**config.mk**
```make
export PLATFORM = sky130hd
export DESIGN_NAME = positional_list_engine
export DESIGN_NICKNAME = d
export VERILOG_FILES = /design/src/rtl/ple_pkg.sv /design/src/rtl/ple_ctrl.sv /design/src/rtl/ple_dpath.sv /design/src/rtl/positional_list_engine.sv
export SDC_FILE = /design/constraint.sdc
export NUM_CORES = 2
export LEC_CHECK = 0
export BUFFER_PORTS_ARGS = -buffer_cell sky130_fd_sc_hd__buf_2
export CAP_MARGIN = 20
export CORE_MARGIN = 4
export CORE_UTILIZATION = 35
export DETAILED_ROUTE_END_ITERATION = 8
export SLEW_MARGIN = 20
export SYNTH_ARGS = -nofsm -noshare
export SYNTH_HDL_FRONTEND = slang
export SYNTH_SLANG_ARGS = --single-unit
```
**constraint.sdc**
```tcl
create_clock -name clk -period 6.4 [get_ports clk]
set_input_delay 0.32 -clock clk [delete_from_list [all_inputs] [get_ports clk]]
set_output_delay 0.32 -clock clk [all_outputs]
set_load 0.02 [all_outputs]
```
**src/rtl/ple_pkg.sv**
```systemverilog
package ple_pkg;

  localparam int CAPACITY_DEF = 64;
  localparam int FUNC_W = 3;
  localparam int POS_W  = 8;
  localparam int VAL_W  = 32;
  localparam int STAT_W = 3;

  localparam logic [FUNC_W-1:0] FN_INSERT  = 3'd0;
  localparam logic [FUNC_W-1:0] FN_DELETE  = 3'd1;
  localparam logic [FUNC_W-1:0] FN_FIND    = 3'd2;
  localparam logic [FUNC_W-1:0] FN_READ    = 3'd3;
  localparam logic [FUNC_W-1:0] FN_REVERSE = 3'd4;
  localparam logic [FUNC_W-1:0] FN_LENGTH  = 3'd5;

  localparam logic [STAT_W-1:0] ST_OK        = 3'd0;
  localparam logic [STAT_W-1:0] ST_BAD_POS   = 3'd1;
  localparam logic [STAT_W-1:0] ST_FULL      = 3'd2;
  localparam logic [STAT_W-1:0] ST_EMPTY     = 3'd3;
  localparam logic [STAT_W-1:0] ST_NOT_FOUND = 3'd4;

  typedef enum logic [1:0] {CUR_HOLD, CUR_START, CUR_HEAD, CUR_NEXT} cur_op_t;
  typedef enum logic [1:0] {K_HOLD, K_ONE, K_ZERO, K_INC} k_op_t;
  typedef enum logic [1:0] {WA_CUR, WA_FNEW, WA_PREV, WA_INIT} wa_sel_t;
  typedef enum logic [2:0] {WD_HEAD, WD_FREE, WD_BUILT, WD_LQ, WD_FNEW, WD_INIT} wd_sel_t;
  typedef enum logic [1:0] {HD_HOLD, HD_FNEW, HD_LQ, HD_BUILT} head_op_t;
  typedef enum logic [1:0] {FR_HOLD, FR_FNEXT, FR_CUR} free_op_t;
  typedef enum logic [1:0] {CN_HOLD, CN_INC, CN_DEC} cnt_op_t;
  typedef enum logic {VS_ZERO, VS_VQ} vsel_t;
  typedef enum logic [1:0] {IS_ZERO, IS_K, IS_CNT} isel_t;

  typedef struct packed {
    logic              latch;
    cur_op_t           cur_op;
    k_op_t             k_op;
    logic              lk_we;
    wa_sel_t           lk_wa;
    wd_sel_t           lk_wd;
    logic              val_we;
    logic              save_fnew;
    logic              save_prev;
    head_op_t          head_op;
    free_op_t          free_op;
    cnt_op_t           cnt_op;
    logic              built_clr;
    logic              built_cur;
    logic              init_inc;
    logic              res_set;
    logic [STAT_W-1:0] res_stat;
    vsel_t             res_vsel;
    isel_t             res_isel;
    logic              out_load;
  } cmd_t;

  typedef struct packed {
    logic [FUNC_W-1:0] func;
    logic              ins_pos_bad;
    logic              pos_bad;
    logic              pos_one;
    logic              cnt_zero;
    logic              full;
    logic              k_eq_tgt;
    logic              k_eq_cnt;
    logic              val_match;
    logic              init_last;
    logic              out_busy;
  } stat_t;

endpackage

```
**src/rtl/ple_ctrl.sv**
```systemverilog
module ple_ctrl (
  input  logic            clk,
  input  logic            rst_n,
  input  logic            in_valid,
  output logic            in_stall,
  input  ple_pkg::stat_t  st,
  output ple_pkg::cmd_t   cmd
);

  typedef enum logic [9:0] {
    S_INIT  = 10'b00_0000_0001,
    S_IDLE  = 10'b00_0000_0010,
    S_CHECK = 10'b00_0000_0100,
    S_WALK  = 10'b00_0000_1000,
    S_FIND  = 10'b00_0001_0000,
    S_REV   = 10'b00_0010_0000,
    S_INSH  = 10'b00_0100_0000,
    S_INS2  = 10'b00_1000_0000,
    S_DEL2  = 10'b01_0000_0000,
    S_RESP  = 10'b10_0000_0000
  } state_t;

  state_t state_r, state_nxt;
  logic   del3_r, del3_nxt;

  assign in_stall = (state_r != S_IDLE);

  always_ff @(posedge clk) begin
    if (!rst_n) begin
      state_r <= S_INIT;
      del3_r  <= 1'b0;
    end else begin
      state_r <= state_nxt;
      del3_r  <= del3_nxt;
    end
  end

  always_comb begin
    cmd       = '0;
    state_nxt = state_r;
    del3_nxt  = 1'b0;
    unique case (state_r)
      S_INIT: begin
        cmd.lk_we    = 1'b1;
        cmd.lk_wa    = ple_pkg::WA_INIT;
        cmd.lk_wd    = ple_pkg::WD_INIT;
        cmd.init_inc = 1'b1;
        if (st.init_last) state_nxt = S_IDLE;
      end
      S_IDLE: begin
        if (in_valid) begin
          cmd.latch  = 1'b1;
          cmd.cur_op = ple_pkg::CUR_START;
          cmd.k_op   = ple_pkg::K_ONE;
          state_nxt  = S_CHECK;
        end
      end
      S_CHECK: begin
        state_nxt   = S_RESP;
        cmd.res_set = 1'b1;
        cmd.res_stat = ple_pkg::ST_OK;
        case (st.func)
          ple_pkg::FN_INSERT: begin
            priority if (st.ins_pos_bad) begin
              cmd.res_stat = ple_pkg::ST_BAD_POS;
            end else if (st.full) begin
              cmd.res_stat = ple_pkg::ST_FULL;
            end else begin
              cmd.res_set   = 1'b0;
              cmd.save_fnew = 1'b1;
              cmd.cur_op    = ple_pkg::CUR_HEAD;
              cmd.k_op      = ple_pkg::K_ONE;
              state_nxt     = st.pos_one ? S_INSH : S_WALK;
            end
          end
          ple_pkg::FN_DELETE: begin
            priority if (st.cnt_zero) begin
              cmd.res_stat = ple_pkg::ST_EMPTY;
            end else if (st.pos_bad) begin
              cmd.res_stat = ple_pkg::ST_BAD_POS;
            end else if (st.pos_one) begin
              cmd.head_op = ple_pkg::HD_LQ;
              cmd.lk_we   = 1'b1;
              cmd.lk_wa   = ple_pkg::WA_CUR;
              cmd.lk_wd   = ple_pkg::WD_FREE;
              cmd.free_op = ple_pkg::FR_CUR;
              cmd.cnt_op  = ple_pkg::CN_DEC;
            end else begin
              cmd.res_set = 1'b0;
              state_nxt   = S_WALK;
            end
          end
          ple_pkg::FN_FIND: begin
            if (st.cnt_zero) begin
              cmd.res_stat = ple_pkg::ST_NOT_FOUND;
            end else begin
              cmd.res_set = 1'b0;
              state_nxt   = S_FIND;
            end
          end
          ple_pkg::FN_READ: begin
            priority if (st.cnt_zero) begin
              cmd.res_stat = ple_pkg::ST_EMPTY;
            end else if (st.pos_bad) begin
              cmd.res_stat = ple_pkg::ST_BAD_POS;
            end else begin
              cmd.res_set = 1'b0;
              state_nxt   = S_WALK;
            end
          end
          ple_pkg::FN_REVERSE: begin
            cmd.res_set   = 1'b0;
            cmd.k_op      = ple_pkg::K_ZERO;
            cmd.built_clr = 1'b1;
            state_nxt     = S_REV;
          end
          ple_pkg::FN_LENGTH: begin
            cmd.res_isel = ple_pkg::IS_CNT;
          end
          default: begin
            cmd.res_stat = ple_pkg::ST_OK;
          end
        endcase
      end
      S_WALK: begin
        if (st.k_eq_tgt) begin
          case (st.func)
            ple_pkg::FN_INSERT: begin
              cmd.lk_we = 1'b1;
              cmd.lk_wa = ple_pkg::WA_FNEW;
              cmd.lk_wd = ple_pkg::WD_LQ;
              state_nxt = S_INS2;
            end
            ple_pkg::FN_DELETE: begin
              cmd.save_prev = 1'b1;
              cmd.cur_op    = ple_pkg::CUR_NEXT;
              state_nxt     = S_DEL2;
            end
            default: begin
              cmd.res_set  = 1'b1;
              cmd.res_stat = ple_pkg::ST_OK;
              cmd.res_vsel = ple_pkg::VS_VQ;
              state_nxt    = S_RESP;
            end
          endcase
        end else begin
          cmd.cur_op = ple_pkg::CUR_NEXT;
          cmd.k_op   = ple_pkg::K_INC;
        end
      end
      S_FIND: begin
        priority if (st.val_match) begin
          cmd.res_set  = 1'b1;
          cmd.res_stat = ple_pkg::ST_OK;
          cmd.res_isel = ple_pkg::IS_K;
          state_nxt    = S_RESP;
        end else if (st.k_eq_cnt) begin
          cmd.res_set  = 1'b1;
          cmd.res_stat = ple_pkg::ST_NOT_FOUND;
          state_nxt    = S_RESP;
        end else begin
          cmd.cur_op = ple_pkg::CUR_NEXT;
          cmd.k_op   = ple_pkg::K_INC;
        end
      end
      S_REV: begin
        if (st.k_eq_cnt) begin
          cmd.head_op  = ple_pkg::HD_BUILT;
          cmd.res_set  = 1'b1;
          cmd.res_stat = ple_pkg::ST_OK;
          state_nxt    = S_RESP;
        end else begin
          cmd.lk_we     = 1'b1;
          cmd.lk_wa     = ple_pkg::WA_CUR;
          cmd.lk_wd     = ple_pkg::WD_BUILT;
          cmd.built_cur = 1'b1;
          cmd.cur_op    = ple_pkg::CUR_NEXT;
          cmd.k_op      = ple_pkg::K_INC;
        end
      end
      S_INSH: begin
        cmd.lk_we    = 1'b1;
        cmd.lk_wa    = ple_pkg::WA_FNEW;
        cmd.lk_wd    = ple_pkg::WD_HEAD;
        cmd.val_we   = 1'b1;
        cmd.head_op  = ple_pkg::HD_FNEW;
        cmd.free_op  = ple_pkg::FR_FNEXT;
        cmd.cnt_op   = ple_pkg::CN_INC;
        cmd.res_set  = 1'b1;
        cmd.res_stat = ple_pkg::ST_OK;
        state_nxt    = S_RESP;
      end
      S_INS2: begin
        cmd.lk_we    = 1'b1;
        cmd.lk_wa    = ple_pkg::WA_CUR;
        cmd.lk_wd    = ple_pkg::WD_FNEW;
        cmd.val_we   = 1'b1;
        cmd.free_op  = ple_pkg::FR_FNEXT;
        cmd.cnt_op   = ple_pkg::CN_INC;
        cmd.res_set  = 1'b1;
        cmd.res_stat = ple_pkg::ST_OK;
        state_nxt    = S_RESP;
      end
      S_DEL2: begin
        cmd.lk_we = 1'b1;
        if (!del3_r) begin
          cmd.lk_wa = ple_pkg::WA_PREV;
          cmd.lk_wd = ple_pkg::WD_LQ;
          del3_nxt  = 1'b1;
        end else begin
          cmd.lk_wa    = ple_pkg::WA_CUR;
          cmd.lk_wd    = ple_pkg::WD_FREE;
          cmd.free_op  = ple_pkg::FR_CUR;
          cmd.cnt_op   = ple_pkg::CN_DEC;
          cmd.res_set  = 1'b1;
          cmd.res_stat = ple_pkg::ST_OK;
          state_nxt    = S_RESP;
        end
      end
      S_RESP: begin
        if (!st.out_busy) begin
          cmd.out_load = 1'b1;
          state_nxt    = S_IDLE;
        end
      end
      default: begin
        state_nxt = S_INIT;
      end
    endcase
  end

endmodule

```
**src/rtl/ple_dpath.sv**
```systemverilog
module ple_dpath #(
  parameter int CAPACITY = ple_pkg::CAPACITY_DEF
) (
  input  logic                              clk,
  input  logic                              rst_n,
  input  logic [ple_pkg::FUNC_W-1:0]        in_func,
  input  logic [ple_pkg::POS_W-1:0]         in_position,
  input  logic signed [ple_pkg::VAL_W-1:0]  in_value,
  input  logic                              out_stall,
  output logic                              out_valid,
  output logic [ple_pkg::STAT_W-1:0]        out_status,
  output logic signed [ple_pkg::VAL_W-1:0]  out_value_out,
  output logic [ple_pkg::POS_W-1:0]         out_index_out,
  input  ple_pkg::cmd_t                     cmd,
  output ple_pkg::stat_t                    st
);

  localparam int LW = $clog2(CAPACITY + 1);
  localparam int AW = (CAPACITY > 1) ? $clog2(CAPACITY) : 1;
  localparam int PW = ple_pkg::POS_W;
  localparam logic [LW-1:0] NIL = LW'(CAPACITY);

  logic [ple_pkg::VAL_W-1:0] vals [CAPACITY];
  logic [LW-1:0]             links [CAPACITY];

  logic [ple_pkg::FUNC_W-1:0] f_r;
  logic [PW-1:0]              pos_r;
  logic [ple_pkg::VAL_W-1:0]  val_r;
  logic [LW-1:0] head_r, head_nxt, free_r, free_nxt, cnt_r, cnt_nxt;
  logic [LW-1:0] cur_r, cur_nxt, fnew_r, fnext_r, prev_r, built_r;
  logic [LW-1:0] lq_r, lk_wa, lk_wd;
  logic [ple_pkg::VAL_W-1:0] vq_r;
  logic [PW-1:0] k_r, k_nxt, tgt;
  logic [AW-1:0] init_r;
  logic [ple_pkg::STAT_W-1:0] res_stat_r;
  logic [ple_pkg::VAL_W-1:0]  res_v_r;
  logic [PW-1:0]              res_i_r;
  logic out_valid_r;
  logic [ple_pkg::STAT_W-1:0] out_stat_r;
  logic [ple_pkg::VAL_W-1:0]  out_v_r;
  logic [PW-1:0]              out_i_r;

  always_comb begin
    unique case (cmd.cur_op)
      ple_pkg::CUR_START: cur_nxt = (in_func == ple_pkg::FN_INSERT) ? free_r : head_r;
      ple_pkg::CUR_HEAD:  cur_nxt = head_r;
      ple_pkg::CUR_NEXT:  cur_nxt = lq_r;
      default:            cur_nxt = cur_r;
    endcase
    unique case (cmd.k_op)
      ple_pkg::K_ONE:  k_nxt = PW'(1);
      ple_pkg::K_ZERO: k_nxt = '0;
      ple_pkg::K_INC:  k_nxt = k_r + PW'(1);
      default:         k_nxt = k_r;
    endcase
    unique case (cmd.lk_wa)
      ple_pkg::WA_FNEW: lk_wa = fnew_r;
      ple_pkg::WA_PREV: lk_wa = prev_r;
      ple_pkg::WA_INIT: lk_wa = LW'(init_r);
      default:          lk_wa = cur_r;
    endcase
    unique case (cmd.lk_wd)
      ple_pkg::WD_FREE:  lk_wd = free_r;
      ple_pkg::WD_BUILT: lk_wd = built_r;
      ple_pkg::WD_LQ:    lk_wd = lq_r;
      ple_pkg::WD_FNEW:  lk_wd = fnew_r;
      ple_pkg::WD_INIT:  lk_wd = LW'(init_r) + LW'(1);
      default:           lk_wd = head_r;
    endcase
    unique case (cmd.head_op)
      ple_pkg::HD_FNEW:  head_nxt = fnew_r;
      ple_pkg::HD_LQ:    head_nxt = lq_r;
      ple_pkg::HD_BUILT: head_nxt = built_r;
      default:           head_nxt = head_r;
    endcase
    unique case (cmd.free_op)
      ple_pkg::FR_FNEXT: free_nxt = fnext_r;
      ple_pkg::FR_CUR:   free_nxt = cur_r;
      default:           free_nxt = free_r;
    endcase
    unique case (cmd.cnt_op)
      ple_pkg::CN_INC: cnt_nxt = cnt_r + LW'(1);
      ple_pkg::CN_DEC: cnt_nxt = cnt_r - LW'(1);
      default:         cnt_nxt = cnt_r;
    endcase
  end

  always_ff @(posedge clk) begin
    if (cmd.lk_we) links[lk_wa[AW-1:0]] <= lk_wd;
    lq_r <= links[cur_nxt[AW-1:0]];
    if (cmd.val_we) vals[fnew_r[AW-1:0]] <= val_r;
    vq_r <= vals[cur_nxt[AW-1:0]];
  end

  always_ff @(posedge clk) begin
    if (!rst_n) begin
      head_r      <= NIL;
      free_r      <= '0;
      cnt_r       <= '0;
      init_r      <= '0;
      out_valid_r <= 1'b0;
    end else begin
      head_r <= head_nxt;
      free_r <= free_nxt;
      cnt_r  <= cnt_nxt;
      if (cmd.init_inc) init_r <= init_r + AW'(1);
      if (cmd.out_load) out_valid_r <= 1'b1;
      else if (!out_stall) out_valid_r <= 1'b0;
    end
  end

  always_ff @(posedge clk) begin
    cur_r <= cur_nxt;
    k_r   <= k_nxt;
    if (cmd.latch) begin
      f_r   <= in_func;
      pos_r <= in_position;
      val_r <= in_value;
    end
    if (cmd.save_fnew) begin
      fnew_r  <= cur_r;
      fnext_r <= lq_r;
    end
    if (cmd.save_prev) prev_r <= cur_r;
    if (cmd.built_clr) built_r <= NIL;
    else if (cmd.built_cur) built_r <= cur_r;
    if (cmd.res_set) begin
      res_stat_r <= cmd.res_stat;
      res_v_r    <= (cmd.res_vsel == ple_pkg::VS_VQ) ? vq_r : '0;
      unique case (cmd.res_isel)
        ple_pkg::IS_K:   res_i_r <= k_r;
        ple_pkg::IS_CNT: res_i_r <= PW'(cnt_r);
        default:         res_i_r <= '0;
      endcase
    end
    if (cmd.out_load) begin
      out_stat_r <= res_stat_r;
      out_v_r    <= res_v_r;
      out_i_r    <= res_i_r;
    end
  end

  assign tgt = (f_r == ple_pkg::FN_READ) ? pos_r : pos_r - PW'(1);

  always_comb begin
    st.func        = f_r;
    st.ins_pos_bad = (pos_r == '0) || ({1'b0, pos_r} > ({1'b0, PW'(cnt_r)} + 9'd1));
    st.pos_bad     = (pos_r == '0) || (pos_r > PW'(cnt_r));
    st.pos_one     = (pos_r == PW'(1));
    st.cnt_zero    = (cnt_r == '0);
    st.full        = (free_r == NIL) || (cnt_r >= NIL);
    st.k_eq_tgt    = (k_r == tgt);
    st.k_eq_cnt    = (k_r == PW'(cnt_r));
    st.val_match   = (vq_r == val_r);
    st.init_last   = (init_r == AW'(CAPACITY - 1));
    st.out_busy    = out_valid_r && out_stall;
  end

  assign out_valid     = out_valid_r;
  assign out_status    = out_stat_r;
  assign out_value_out = out_v_r;
  assign out_index_out = out_i_r;

endmodule

```
**src/rtl/positional_list_engine.sv**
```systemverilog
// Ordered list of signed 32-bit values kept as a singly linked list in a
// node store of CAPACITY entries, with a free chain for unused nodes.
// Input channel (in_valid/in_stall): one transaction carries func, position
// and value. Output channel (out_valid/out_stall): one transaction per input
// carries status, value_out and index_out.
// After reset the link memory is chained into the free list, one node per
// cycle: in_stall stays high until every node is chained, then the list is empty.
// Each item passes through accept and check, then a walk over the links in
// the link memory (single read port, registered read), up to two write-back
// steps, and a load into the output register.
// One item is in work at a time. A finished result sits in the output
// register; the block accepts the next transaction while it waits, and a
// second result waits until out_stall drops. A stalled output holds.
module positional_list_engine #(
  parameter int CAPACITY = ple_pkg::CAPACITY_DEF
) (
  input  logic                              clk,
  input  logic                              rst_n,
  input  logic                              in_valid,
  output logic                              in_stall,
  input  logic [ple_pkg::FUNC_W-1:0]        in_func,
  input  logic [ple_pkg::POS_W-1:0]         in_position,
  input  logic signed [ple_pkg::VAL_W-1:0]  in_value,
  output logic                              out_valid,
  input  logic                              out_stall,
  output logic [ple_pkg::STAT_W-1:0]        out_status,
  output logic signed [ple_pkg::VAL_W-1:0]  out_value_out,
  output logic [ple_pkg::POS_W-1:0]         out_index_out
);

  ple_pkg::cmd_t  cmd;
  ple_pkg::stat_t st;

  ple_ctrl u_ctrl (
    .clk      (clk),
    .rst_n    (rst_n),
    .in_valid (in_valid),
    .in_stall (in_stall),
    .st       (st),
    .cmd      (cmd)
  );

  ple_dpath #(.CAPACITY(CAPACITY)) u_dpath (
    .clk           (clk),
    .rst_n         (rst_n),
    .in_func       (in_func),
    .in_position   (in_position),
    .in_value      (in_value),
    .out_stall     (out_stall),
    .out_valid     (out_valid),
    .out_status    (out_status),
    .out_value_out (out_value_out),
    .out_index_out (out_index_out),
    .cmd           (cmd),
    .st            (st)
  );

endmodule

```
Word level (Yosys, flattened, before mapping)
Memory sizes are Yosys's and may differ from the RTL's. A register that Yosys moved wholly into a read port is not among the register bits.
Cells that the tools add are included.
{"block": "classes", "add_sub_neg": 7, "n_lt_le_gt_ge": 3, "n_reduce_logical": 18, "n_eq_ne": 51, "n_mux": 106}
{"op": "2-to-1 mux 10 bit", "n": 16}
{"op": "one-hot mux 10 bit (9 select lines)", "n": 1}
{"op": "2-to-1 mux 6 bit", "n": 10}
{"op": "one-hot mux 10 bit (5 select lines)", "n": 1}
{"op": "one-hot mux 6 bit (7 select lines)", "n": 1}
{"op": "one-hot mux 7 bit (3 select lines)", "n": 2}
{"op": "2-to-1 mux 4 bit", "n": 9}
{"op": "one-hot mux 7 bit (5 select lines)", "n": 1}
{"op": "2-to-1 mux 1 bit", "n": 34}
{"op": "equality test 32 bit", "n": 1}
{"op": "one-hot mux 7 bit (2 select lines)", "n": 2}
{"op": "one-hot mux 4 bit (6 select lines)", "n": 1}
{"op": "one-hot mux 8 bit (3 select lines)", "n": 1}
{"op": "equality test 2 bit (second input constant)", "n": 11}
{"op": "2-to-1 mux 5 bit", "n": 4}
{"op": "one-hot mux 10 bit (2 select lines)", "n": 1}
{"op": "one-hot mux 4 bit (5 select lines)", "n": 1}
{"op": "one-hot mux 6 bit (3 select lines)", "n": 1}
{"op": "one-hot mux 8 bit (2 select lines)", "n": 1}
{"op": "equality test 2 x 1 -> 1 bit (second input constant)", "n": 7}
{"op": "2-to-1 mux 2 bit", "n": 7}
{"op": "2-to-1 mux 7 bit", "n": 2}
{"op": "equality test 3 x 2 -> 1 bit (second input constant)", "n": 4}
{"op": "equality test 3 bit (second input constant)", "n": 4}
{"op": "other kinds (46)", "n": 62}
{"block": "totals", "mem_count": 2, "ramBits": 2496, "register_bits": 210, "in_bits": 47}
{"memory": "u_dpath.vals", "words": 64, "word_bits": 32, "rd": 1, "rd_clocked_by_memory_dff": 1, "write_ports": 1, "line_no": "ple_dpath.sv:23", "source": "logic [ple_pkg::VAL_W-1:0] vals [CAPACITY];"}
{"memory": "u_dpath.links", "words": 64, "word_bits": 7, "rd": 1, "rd_clocked_by_memory_dff": 1, "write_ports": 1, "line_no": "ple_dpath.sv:24", "source": "logic [LW-1:0] links [CAPACITY];"}

Logic depth before layout (Yosys ltp)
{"block": "logic_depth", "word_depth": 8, "ltp_mapped": 23, "mapped_depth_nobuf": 22}

By module
Synthesis repeated with hierarchy kept, for this count alone.
{"block": "hier_totals", "hier_cells": 7623, "area_unflattened_um2": 108432.7}
{"module": "ple_dpath", "seq_area_each_um2": 81298.0, "area_per_inst_um2": 107279.1, "cells_each": 7468, "instances": 1}
{"module": "ple_ctrl", "seq_area_each_um2": 220.2, "area_per_inst_um2": 1153.6, "cells_each": 155, "instances": 1}

Worst setup path after synthesis
OpenSTA, ideal clock, no wires.
{"block": "synth_path", "path_kind": "register to register", "start": "register u_dpath.cnt_r[1]", "end": "memory u_dpath.links[0][3] in the netlist's numbering, data pin", "setup_time_ns": 0.588, "path_stages_with_launch": 14, "arrival_ns": 4.945, "path_slack_ns": 0.867, "period_less_slack_ns": 5.533, "cell_sequence": "dfxtp_1 > inv_1 > ha_1 > nor2b_1 > o21a_1 > o21a_1 > o21a_1 > o21a_1 > o21a_1 > o32a_1 > nor3_1 > o21bai_1 > a221oi_1 > a31oi_1"}
{"block": "synth_between", "elab_chain_len": 8, "word_cells_on_any_way": 15, "classes_between": "order compare (1); eq/ne (6); mux (6); reduce/logical (2)"}
{"element": "start, declared", "line_no": "ple_dpath.sv:29", "source": "logic [LW-1:0] head_r, head_nxt, free_r, free_nxt, cnt_r, cnt_nxt;"}
{"element": "start signal, assigned", "line_no": "ple_dpath.sv:105", "source": "cnt_r <= cnt_nxt;"}
{"element": "> comparator 8 x 7 -> 1 bit", "line_no": "ple_dpath.sv:148", "source": "st.pos_bad = (pos_r == '0) || (pos_r > PW'(cnt_r));"}
{"element": "logical OR 1 bit", "line_no": "ple_dpath.sv:148"}
{"element": "2-to-1 mux 6 bit", "line_no": "ple_ctrl.sv:79", "source": "end else if (st.pos_bad) begin"}
{"element": "2-to-1 mux 6 bit", "line_no": "ple_ctrl.sv:77", "source": "priority if (st.cnt_zero) begin"}
{"element": "2-to-1 mux 6 bit", "line_no": "ple_ctrl.sv:62", "source": "case (st.func)"}
{"element": "one-hot mux 6 bit (7 select lines) *", "line_no": "ple_ctrl.sv:42", "source": "unique case (state_r)"}
{"element": "equality test 3 bit (tied with other cells)", "line_no": "ple_dpath.sv:62", "source": "unique case (cmd.lk_wd)"}
{"element": "one-hot mux 7 bit (5 select lines) *", "line_no": "ple_dpath.sv:62"}
{"element": "net u_dpath.lk_wd[3]", "line_no": "ple_dpath.sv:31", "source": "logic [LW-1:0] lq_r, lk_wa, lk_wd;"}
{"element": "end, declared", "line_no": "ple_dpath.sv:24"}
Mark *: on every way through the listed nets, which the timed path passes. The rest lies on a longest branch.

Worst setup path in the final report
{"block": "layout_path", "start": "register u_dpath.cnt_r[0]", "end": "register u_dpath.vq_r[20] in the netlist's numbering, read port of u_dpath.vals"}
{"block": "layout_between", "elab_chain_len": 8, "word_cells_on_any_way": 17, "classes_between": "add/sub (1); order compare (2); eq/ne (4); mux (8); reduce/logical (2)"}
{"element": "adder 7 x 1 -> 8 bit or greater-or-equal comparator 7 bit (tied branches)", "line_no": "ple_dpath.sv:147, ple_dpath.sv:151"}
{"element": "> comparator 8 x 9 -> 1 bit or logical OR 1 bit (tied branches)", "line_no": "ple_dpath.sv:147, ple_dpath.sv:151"}
{"element": "logical OR 1 bit or 2-to-1 mux 4 bit (tied branches)", "line_no": "ple_dpath.sv:147, ple_ctrl.sv:66"}
{"element": "2-to-1 mux 4 bit", "line_no": "ple_ctrl.sv:64", "source": "priority if (st.ins_pos_bad) begin"}
{"element": "2-to-1 mux 2 bit", "line_no": "ple_ctrl.sv:62"}
{"element": "one-hot mux 4 bit (5 select lines) *", "line_no": "ple_ctrl.sv:42"}
{"element": "equality test 2 bit or equality test 2 x 1 -> 1 bit (tied branches)", "line_no": "ple_dpath.sv:44", "source": "unique case (cmd.cur_op)"}
{"element": "one-hot mux 7 bit (3 select lines) *", "line_no": "ple_dpath.sv:44"}
{"element": "end, declared", "line_no": "ple_dpath.sv:32", "source": "logic [ple_pkg::VAL_W-1:0] vq_r;"}
Every way passes the cells marked *; elsewhere a longest branch is shown, timed or not.
A chain may end at the register's enable or synchronous reset.

==> out/results.ini <==
[status]
status=finished, final reports clean

[logic_synthesis]
synth_seq_cells=2745
synth_xor_area_share_pct=0.5936
yosysTopAreaCellShare_pct=72.99
yosys.area_share.simple_pct=11.58
synth_area_um2=109200
yosys-top-cells-area=edfxtp_1 (73%), nand2_1 (5.9%), mux2i_1 (3.4%)
avgSynthCellArea_um2=13.80
synth-async-reset-ratio_pct=0
yosys-top-cells-count=edfxtp_1 (2654), nand2_1 (1709), a21oi_1 (669)
synth_mux_area_share_pct=3.471
yosysWarnings=0
synth.distinct_cells=93
yosys.area.top_type=edfxtp_1
synth_ff_type=edfxtp_1
synth.most_common_cell=edfxtp_1
netlist_instances=7914
synth-edff-count=2654
synth_compound_area_share_pct=7.197
synth_top_family_by_area=simple AND/OR/NAND/NOR gates
yosys.area_share.adder_pct=0.3621
synth_fp_nets=7992
seq_area_frac_synth_pct=74.66

[clock_tree]
clock_latency_ns=0.92
clk_pin_slew_ns=0.08
post_cts_buffers=0
cts_tree=built
clockBufferDepth=4
hold_buffers=47
cts_htree_levels=5
cts_root_buffer=clkbuf_16
clock-sinks=2745
cts_buffers=294
cts_resized=0

[setup_path]
crit_fanout=24
crit_required_ns=7.22
worstRegToRegCells=17
reg2reg_slack_ns=0.11
r2r_start=u_dpath.cnt_r[0]
crit_slowest_cell=a31oi_1
crit_chain=ha_1, nand2_1, or2_2, xnor2_1, ha_1, and4_1, a21boi_0, o41a_1, o41a_1, a21o_1, o21ai_4, inv_8, nand3_4, o221ai_1, a31oi_1, nand2_1, and4_1
end_kind=flip-flop
cpPeakStageDelay_ns=0.64
crit_type=flip-flop to flip-flop
critPathLaunchType=flip-flop
arrival_ns=7.11
rr_endpoint=u_dpath.vq_r[20]

[power_and_ir_drop]
sw_frac_of_total_pct=23.48
combPwrFrac_pct=6.0
clkPwrFrac_pct=42.7
ir_drop_uv=198.7
internal_power_w=0.03013
switching_power_w=0.009243
seqPwrFrac_pct=51.3
p_leak_nw=42.43
power.density_nw_per_um2=311.0

[place]
hpwl_um=203800
io_buffers=91
dpl_worst_slack_ns=0.2799
place_congestion=0.9324

[global_routing]
grt_pass1_vias=66490
grt.total_usage_pct=20.38
antenna_found_initial=45
grt_pass1_wl_um=482200
grt_max_degree=114
overflow=0

[floorplanning]
core_area_um2=309600
io_pins=92
num_rows=204
start_util_pct=35.27
die_x_um=566.5
die_height_um=566.5
die_area_um2=321000

[sta]
rsz0062_at_grt=false
finalClockSkew_ns=0.06383
slew_headroom_pct=23.16
finalSetupViolCount=0
tightest_slew_ns=1.150
finalSetupTns_ns=0
layout_setup_ws_ns=0.1117
fin_crit_ns=6.288
fin_crit_sh_pct=98.25
finalHoldWorstSlack_ns=0.1091
finalMaxSlewViolations=0
clock.fmax_ghz=0.1590
finalHoldViolCount=0

[worst_hold_path]
whs_path_depth=2
hp-class=input port to flip-flop
worstHoldEndpoint=u_dpath.val_r[25]
hp-start=in_value[25]

[cells_and_area]
fill_cells=27890
nets=8264
layout-drive-gt1-share_pct=11.51
regArea_um2=81520
multi_input_area_um2=26040
areaGrowthSynthToFinish_pct=15.95

[routing]
avgRoutedWirePerCell_um=27.09
drt_pre_antenna_iters=6
totalWireLength_um=340200
drtAntennaViolNets=0
drcViolationCount=0
dr_total_vias=70280
drt_iter0_drc=10420
vias_per_cell=5.595

[run]
maxCapViolCount=0

==> power groups by stage <==
| stage | Clock [W] | Sequential, W | Combinational, W |
|---|---|---|---|
| 6_report | 0.0168 | 0.0202 | 0.00236 |
| 5_1_grt | 0.0178 | 0.0202 | 0.00250 |
| 4_1_cts | 0.0170 | 0.0202 | 0.00234 |
| 3_5_place_dp | 0 | 0.0205 | 0.00231 |
| 3_3_place_gp | 0 | 0.0205 | 0.00227 |
| 2_1_floorplan | 0 | 0.0204 | 0.00122 |
==> worst max-delay path by stage <==
stage | startpoint | endpoint | slack (ns) | depth (start not counted)
floorplan | u_dpath.cnt_r[1] | u_dpath.links[0][3] | 0.87 | 13
global route | u_dpath.cnt_r[0] | u_dpath.vq_r[20] | 0.04 | 17
finish | u_dpath.cnt_r[0] | u_dpath.vq_r[20] | 0.11 | 17
detailed placement | u_dpath.cnt_r[0] | u_dpath.vq_r[20] | 0.28 | 17
global placement | u_dpath.cnt_r[0] | u_dpath.vq_r[20] | 0.24 | 17
CTS | u_dpath.cnt_r[0] | u_dpath.vq_r[20] | 0.24 | 17
==> metal layers <==
layer  routed length [um]  GRT usage, %  part of all wire [%]  vias to the layer above
met3                38370         5.512                    11                      640
li1                     -             -                     -                    30220
met4                12270         7.137                   3.6                       14
met5                  103             0                 0.030                        -
met1               136300         27.84                    40                    35460
met2               153200         31.33                    45                     3943
==> placed cells by master (no fill, tap or decap), drive strengths merged, types with 42 or more instances in the layout <==
| master | n |
|---|---|
| buf | 422 |
| edfxtp | 2654 |
| nand2 | 1715 |
| a32oi | 86 |
| o22ai | 78 |
| a22oi | 206 |
| nand4 | 66 |
| nand3 | 647 |
| inv | 42 |
| mux2i | 371 |
| dfxtp | 91 |
| a31oi | 47 |
| xnor2 | 54 |
| clkinv | 139 |
| a21oi | 670 |
| clkbuf | 363 |
| o21ai | 57 |
| nor2 | 248 |
| and2 | 58 |
| dlygate4sd3 | 47 |
==> through the flow <==
stage          total power (W)  utilization (%)  instances  area (um2)
6_report               0.03937            40.89      12560      126600
5_1_grt                0.04047            40.88      12550      126600
2_1_floorplan          0.02162                -       7914      109200
3_5_place_dp           0.02286            37.65      11960      116600
3_3_place_gp           0.02282            37.65      11960      116600
4_1_cts                0.03953            40.88      12550      126600
==> kinds of logic after synthesis <==
group	count (synthesis)
adders and majority gates	31
buffers and inverters	526
AOI/OAI and AO/OA	1274
xor gates and xnor gates	74
muxes	376
and+or+nand+nor	2888
DFF	2745
==> final cells by class <==
type                            count  area share, %
Clock buffer                      363          6.120
Inverter                           33         0.1206
Clock inverter                    174          1.413
Antenna cell                       13        0.02570
Multi-Input combinational cell   4643          20.56
Tap cell                         4120          4.072
Sequential cell                  2745          64.39
Timing Repair Buffer              469          3.297
==> sequential cells by signal, indices dropped and copies added (netlist names), 10 cells and up <==
register,cells
u_dpath.vq_r,32
u_ctrl.state_r,10
u_dpath.res_v_r,32
u_dpath.links,448
u_dpath.val_r,32
u_dpath.out_value_out,32
u_dpath.vals,2048
==> critical path: cells and delay by family (launching register included) <==
| family | cells | cell delay [ns] |
|---|---|---|
| and+or+nand+nor | 6 | 1.74 |
| DFF | 1 | 0.51 |
| adders and majority gates | 2 | 0.57 |
| AOI/OAI and AO/OA | 7 | 2.95 |
| xor gates and xnor gates | 1 | 0.13 |
| buffers and inverters | 1 | 0.24 |
Power figures use the tool's default switching activity.
